## src/chs_pkg.sv

```systemverilog
// ----------------------------------------------------------------------------
// chs_pkg
// Shared types and constants of the chained hash set core.
// ----------------------------------------------------------------------------
`default_nettype none
package chs_pkg;
  localparam int unsigned MaxBuckets = 1024;
  localparam int unsigned PoolNodes  = 1024;
  localparam int unsigned BktW  = $clog2(MaxBuckets);
  localparam int unsigned NodeW = $clog2(PoolNodes);
  localparam int unsigned LinkW = NodeW + 1;
  localparam int unsigned KeyW  = 31;
  localparam int unsigned CfgW  = 11;
  localparam logic [LinkW-1:0] NilNode = LinkW'(PoolNodes);

  localparam logic [1:0] FuncInsert = 2'd0;
  localparam logic [1:0] FuncSearch = 2'd1;
  localparam logic [1:0] FuncRemove = 2'd2;

  localparam logic [1:0] StDone     = 2'd0;
  localparam logic [1:0] StNotFound = 2'd1;
  localparam logic [1:0] StFull     = 2'd2;

  // controller -> datapath
  typedef struct packed {
    logic clr_step;    // one entry of the head clear sweep
    logic load;        // capture input beat, start modulo
    logic mod_step;    // one restoring step of the modulo
    logic rd_head;     // read bucket head
    logic ins_write;   // perform the insert writes
    logic rd_node;     // read key and link of cur
    logic advance;     // prev <= cur, cur <= link
    logic unlink;      // perform the remove writes
    logic set_status;  // latch status
    logic out_load;    // move the finished result into the output register
    logic [1:0] status;
  } chs_cmd_t;

  // datapath -> controller
  typedef struct packed {
    logic       clr_last;
    logic       mod_last;
    logic [1:0] func;
    logic       pool_ok;
    logic       cur_valid;
    logic       key_hit;
    logic       steps_left;
  } chs_sts_t;
endpackage
`default_nettype wire

```

## src/chs_ctrl.sv

```systemverilog
// ----------------------------------------------------------------------------
// chs_ctrl
// Sequencer: clear sweep, modulo, chain walk, result handshake.
// ----------------------------------------------------------------------------
`default_nettype none
module chs_ctrl (
  input  wire logic              clk_i,
  input  wire logic              rst_ni,
  input  wire chs_pkg::chs_sts_t sts_i,
  output chs_pkg::chs_cmd_t      cmd_o,
  input  wire logic              in_valid_i,
  output logic                   in_ready_o,
  output logic                   out_valid_o,
  input  wire logic              out_ready_i
);
  localparam logic [3:0] SClear = 4'd0;
  localparam logic [3:0] SIdle  = 4'd1;
  localparam logic [3:0] SMod   = 4'd2;
  localparam logic [3:0] SHead  = 4'd3;
  localparam logic [3:0] SDisp  = 4'd4;
  localparam logic [3:0] SRead  = 4'd5;
  localparam logic [3:0] SCmp   = 4'd6;
  localparam logic [3:0] SOut   = 4'd7;

  logic [3:0] state_q, state_d;
  logic       ov_q, ov_d;

  always_comb begin
    cmd_o       = '0;
    state_d     = state_q;
    ov_d        = ov_q;
    in_ready_o  = 1'b0;
    if (ov_q && out_ready_i) ov_d = 1'b0;
    case (state_q)
      SClear: begin
        cmd_o.clr_step = 1'b1;
        if (sts_i.clr_last) state_d = SIdle;
      end
      SIdle: begin
        in_ready_o = 1'b1;
        if (in_valid_i) begin
          cmd_o.load = 1'b1;
          state_d = SMod;
        end
      end
      SMod: begin
        cmd_o.mod_step = 1'b1;
        if (sts_i.mod_last) state_d = SHead;
      end
      SHead: begin
        cmd_o.rd_head = 1'b1;
        state_d = SDisp;
      end
      SDisp: begin
        state_d = SOut;
        cmd_o.set_status = 1'b1;
        cmd_o.status = chs_pkg::StNotFound;
        if (sts_i.func == chs_pkg::FuncInsert) begin
          if (sts_i.pool_ok) begin
            cmd_o.ins_write = 1'b1;
            cmd_o.status = chs_pkg::StDone;
          end else begin
            cmd_o.status = chs_pkg::StFull;
          end
        end else if (sts_i.func == chs_pkg::FuncSearch ||
                     sts_i.func == chs_pkg::FuncRemove) begin
          // walk stops at the end of the chain or after the step bound
          if (sts_i.cur_valid && sts_i.steps_left) begin
            cmd_o.set_status = 1'b0;
            cmd_o.rd_node = 1'b1;
            state_d = SCmp;
          end
        end
      end
      SRead: begin
        cmd_o.rd_node = 1'b1;
        state_d = SCmp;
      end
      SCmp: begin
        if (sts_i.key_hit) begin
          cmd_o.set_status = 1'b1;
          cmd_o.status = chs_pkg::StDone;
          cmd_o.unlink = (sts_i.func == chs_pkg::FuncRemove);
          state_d = SOut;
        end else begin
          cmd_o.advance = 1'b1;
          state_d = SDisp;
        end
      end
      SOut: begin
        if (!ov_q || out_ready_i) begin
          cmd_o.out_load = 1'b1;
          ov_d = 1'b1;
          state_d = SIdle;
        end
      end
      default: state_d = SIdle;
    endcase
  end

  always_ff @(posedge clk_i or negedge rst_ni) begin
    if (!rst_ni) begin
      state_q <= SClear;
      ov_q    <= 1'b0;
    end else begin
      state_q <= state_d;
      ov_q    <= ov_d;
    end
  end

  assign out_valid_o = ov_q;
endmodule
`default_nettype wire

```

## config.mk

```make
export PLATFORM = sky130hd
export DESIGN_NAME = chs_ctrl
export DESIGN_NICKNAME = d
export VERILOG_FILES = /design/src/chs_pkg.sv /design/src/chs_ctrl.sv
export SDC_FILE = /design/constraint.sdc
export NUM_CORES = 1
export LEC_CHECK = 0
export ABC_AREA = 0
export BUFFER_PORTS_ARGS = -buffer_cell sky130_fd_sc_hd__buf_2
export CORE_AREA = 2 2 39 41
export DETAILED_ROUTE_END_ITERATION = 7
export DIE_AREA = 0 0 41 43
export GPL_TIMING_DRIVEN = 0
export PLACE_DENSITY = 0.58
export SLEW_MARGIN = 30
export SYNTH_ARGS = -nofsm -noshare
export SYNTH_HDL_FRONTEND = slang
export SYNTH_SLANG_ARGS = --single-unit
```

## constraint.sdc

```tcl
create_clock -name clk_i -period 1.2 [get_ports clk_i]
set_input_delay 0.06 -clock clk_i [delete_from_list [all_inputs] [get_ports clk_i]]
set_output_delay 0.06 -clock clk_i [all_outputs]
set_load 0.01 [all_outputs]
```

# ---- After elaboration in Yosys (flattened, before gate mapping)
# Index checks and enable logic that the tools add are counted.
# W data, S select, Z words.
dict set report totals {
  register_bits 5
  in_bits 12
}
dict set report op_classes {
  eq_ne 13
  muxes 37
  n_reduce_logical 8
}
# cell count
set op_table {}
lappend op_table {{$pmux W4 S8} 1}
lappend op_table {{$mux W4} 6}
lappend op_table {{$mux W1} 22}
lappend op_table {{$eq A4 B3 Y1 const B} 4}
lappend op_table {{$mux W2} 6}
lappend op_table {{$eq A4 B2 Y1 const B} 2}
lappend op_table {{$ne A2 B2 Y1 const B} 4}
lappend op_table {{$eq A4 B1 Y1 const B} 1}
lappend op_table {{$logic_not A4 Y1} 1}
lappend op_table {{$pmux W1 S2} 2}
lappend op_table {{$reduce_and A4 Y1} 1}
lappend op_table {{$eq A2 B1 Y1 const B} 1}
lappend op_table {{$eq A2 B2 Y1 const B} 1}
lappend op_table {{$logic_and A1 B1 Y1} 2}
lappend op_table {{$logic_not A2 Y1} 1}
lappend op_table {{$logic_or A1 B1 Y1} 2}
lappend op_table {{$logic_not A1 Y1} 1}

# ---- Logic depth before layout (Yosys ltp)
dict set report logic_depth {
  ltp_word 5
  depth_mapped 6
}

# ---- Worst setup path before layout
# OpenSTA, ideal clock, no wires.
dict set report synth_timing {
  path_type {register -> register}
  startpoint {register state_q[0]}
  endpoint {register state_q[1]}
  setup_ns 0.086
  arrival_ns 1.081
  required_time_ns 1.114
  path_slack_ns 0.033
  stages_incl_launch_ff 6
  period_less_slack_ns 1.167
  path_cell_list {dfrtp_1 > buf_6 > nor3b_2 > a21oi_1 > o221a_1 > a32oi_1}
}
dict set report synth_via {
  elab_chain_len 3
  elab_cells_between_ends 14
}
# element line
set synth_rtl {}
lappend synth_rtl {{start: declaration} chs_ctrl.sv:25} ;# logic [3:0] state_q, state_d;
lappend synth_rtl {{start signal: assignment} chs_ctrl.sv:103} ;# state_q <= SClear;
lappend synth_rtl {{start signal: assignment} chs_ctrl.sv:106} ;# state_q <= state_d;
lappend synth_rtl {{$eq A4 B3 Y1, or another cell as far along} chs_ctrl.sv:34} ;# case (state_q)
lappend synth_rtl {{$ne A2 B2 Y1 (no source line)} --}
lappend synth_rtl {{$reduce_and A4 Y1 (no source line)} --}
# Several ways; a longest one is shown, not always the timed one.
# A chain may end at the register's enable or synchronous reset.

# ---- Worst setup path after layout
dict set report layout_timing {
  startpoint {register state_q[1]}
  endpoint {register state_q[1]}
}
# Same word-level chain as after synthesis.

==> flow_summary.toml <==
[min_path]
min_to = "state_q[1]"
hold_start = "in_valid_i"
min-delay-path-class = "in -> reg"
hold_depth = 3

[floorplanning]
floorplan.rows = 14
die_area_mm2 = 0.00176
start_util_pct = 27.7
ios = 26
die_y_um = 43
die_w_um = 41
core_mm2 = 0.00138

[power]
p_leak_nw = 0.392
power_density_mw_per_mm2 = 2480
ir_drop_uv = 815
clkPwrFrac_pct = 9.2
power_mw = 1.85
swShare_pct = 44.2
p_switching_mw = 0.815
seq_power_share_pct = 16.1
intPower_mw = 1.03
p_comb_share_pct = 74.7

[worst_setup_path]
worstPathArrival_ns = 1.40
r2r_end = "state_q[1]"
cp_cell_sequence = "buf_6 > nor3b_2 > a21oi_1 > o221a_1 > a32oi_1"
endpoint_kind = "flop"
crit_path_max_fanout = 5
rrSetupSlack_ns = -0.1
worst_setup_path_start_kind = "flop"
max_stage_delay_ns = 0.45
crit_cells = 5
crit_family = "flip-flops"
cp.required_ns = 1.31
r2r_cells = 5
reg2reg_from = "state_q[1]"
crit_type = "reg -> reg"
path_buf_inv = 1
cp_slowest_cell = "dfrtp_2"

[run_status]
status = "complete, but fails checks"
violations = "setup timing"

[grt]
antenna_found_initial = 0
grt_first_pass_wirelength_mm = 1.90
overflow = 0
gr-max-usage-layer = "met2"
grt_util_met1_pct = 18.9
globalRouteMet2Util_pct = 23.1
grt_use_met3_pct = 1.57
grt_usage_pct = 15.7
grt_max_degree = 11
grt_pass1_vias = 494

[timing]
fmax_mhz = 772
postLayoutSetupSlackWorst_ns = -0.0957
rsz0062_at_grt = "yes"
relSlewSlack_pct = 89.2
tns_ns = -0.440
setup_viol = 12
holdWs_ns = 0.101
fin_skew_ns = 0.00130
slew_viol_final = 0
worst_pin_slew_ns = 0.160
hold_viol = 0
period_needed_ns = 1.30
finalCritPeriodShare_pct = 108

[yosys]
synth_cell_types = 25
syn_nets = 65
synth.most_common_cell = "nor2_1"
yosys_register_bits = 4
netlist.area_leader.share_pct = 26.1
synth_top_family_by_area = "simple AND/OR/NAND/NOR gates"
yosysWarningCount = 0
synth_ff_type = "dfrtp_1"
async_flop_share_pct = 100
syn_area_per_cell_um2 = 7.51
ys_seq_area_share_pct = 26.1
synth-xor-area-share_pct = 0
synthAdderAreaFrac_pct = 6.54
yosys.area_share.simple_pct = 38.2
synthTopCellsByCount = "nor2_1, nand2_1, dfrtp_1"
netlist_area_um2 = 383
synth_edf_count = 0
synth_cells = 51
synth-compound-area-share_pct = 19.6
yosysTopAreaCell = "dfrtp_1"
synth.area.mux_share_pct = 0
ys_top_cells_by_area = "dfrtp_1, nor2_1, ha_1, nand2_1, a21oi_1"

[clock_network]
numCtsBuffers = 3
cts_tree = "built"
htreeDepth = 1
cts.sinks = 4
clk_transition_reported_paths_ns = 0.04
root_buffer = "clkbuf_4"
insertion_delay_ns = 0.24
clockBufferDepth = 2

[route]
dr.pass1.iters = 4
dr_total_vias = 532
viasPerCell = 4.97
totalWireLength_mm = 1.22
drtIter0Drc = 6
routedWlPerCell_um = 11.4
ant_nets = 0
post-route-drc-count = 0

[place]
dp_slack_ns = -0.0886
hpwl_um = 812
portBuffers = 25
place.gp.congestion = 0.737

[finish]
drive_above_1_share_pct = 64.8
synthToLayoutAreaGrowth_pct = 94.4
nets = 107
antenna_cells = 0

[run]
drv_cap = 0
[power by group through the flow]
stage / sequential, mW / clock [mW] / combinational [mW]
after detailed placement: 0.274 / 0 / 0.823
after global routing: 0.308 / 0.195 / 1.49
final: 0.297 / 0.170 / 1.38
after floorplan: 0.263 / 0 / 0.580
after CTS: 0.288 / 0.183 / 1.21
after global placement: 0.276 / 0 / 0.820
[per-stage QoR]
step,cells,cell area [µm²],util (%)
final,107,744,53.8
after global routing,107,744,53.8
after CTS,105,691,49.9
after detailed placement,92,528,38.2
after global placement,92,528,38.2
after floorplan,51,383,-
[repair_timing]
item                       CTS  global route
pin swaps                    7             7
hold endpoints to repair     4             0
cloned                       0             0
hold buffers                 1             0
setup buffers                9             2
setup endpoints to repair   15            16
resized for setup           19             9
[layout by cell type, fill, tap and decap left out, types with 2 or more instances in the layout]
| cell | n |
|---|---|
| dfrtp_2 | 2 |
| nor2_1 | 6 |
| buf_6 | 5 |
| nand2_2 | 2 |
| nor2_4 | 2 |
| dfrtp_1 | 2 |
| nor3b_2 | 2 |
| ha_1 | 2 |
| buf_2 | 25 |
| inv_1 | 2 |
| clkbuf_4 | 3 |
| inv_4 | 2 |
| buf_4 | 8 |
| a21oi_1 | 3 |
| nand2_1 | 4 |
[registers in the layout, indices dropped and copies added, names as in the netlist]
| register | flops |
|---|---|
| state_q | 3 |
| out_valid_o | 1 |
[cells by family after synthesis]
group,count (synthesis)
buf+inv,7
simple gates,28
flops,4
fa+ha+maj,2
compound gates,10
[layout make-up]
type	instances	area, µm²
clock buffer	3	22.5
buffer	3	37.5
fill	138	639
inverter	4	20.0
multi-input combinational	40	313
timing repair buffer	37	229
sequential	4	103
tap	16	20.0
[how the worst max path moves through the flow]
stage                          start          to  slack (ns)
after floorplan           state_q[0]  state_q[1]        0.03
after global placement      sts_i[4]  state_q[0]       -0.08
after detailed placement    sts_i[4]  state_q[0]       -0.09
after CTS                 state_q[1]   cmd_o[10]       -0.10
after global routing      state_q[1]  state_q[1]       -0.17
final                     state_q[1]  state_q[1]        -0.1
[layer usage]
layer / share of wire, % / wire length (µm)
met1: 42 / 514
met2: 50 / 602
met3: 6.6 / 80
met4: 1.6 / 19
met5: 0 / 0
[worst register-to-register path: cells and delay by family, from the launching register on]
family,cells,cell delay (ns)
buf+inv,1,0.14
simple gates,1,0.14
flops,1,0.45
compound gates,3,0.44
Power figures use the tool's default switching activity.
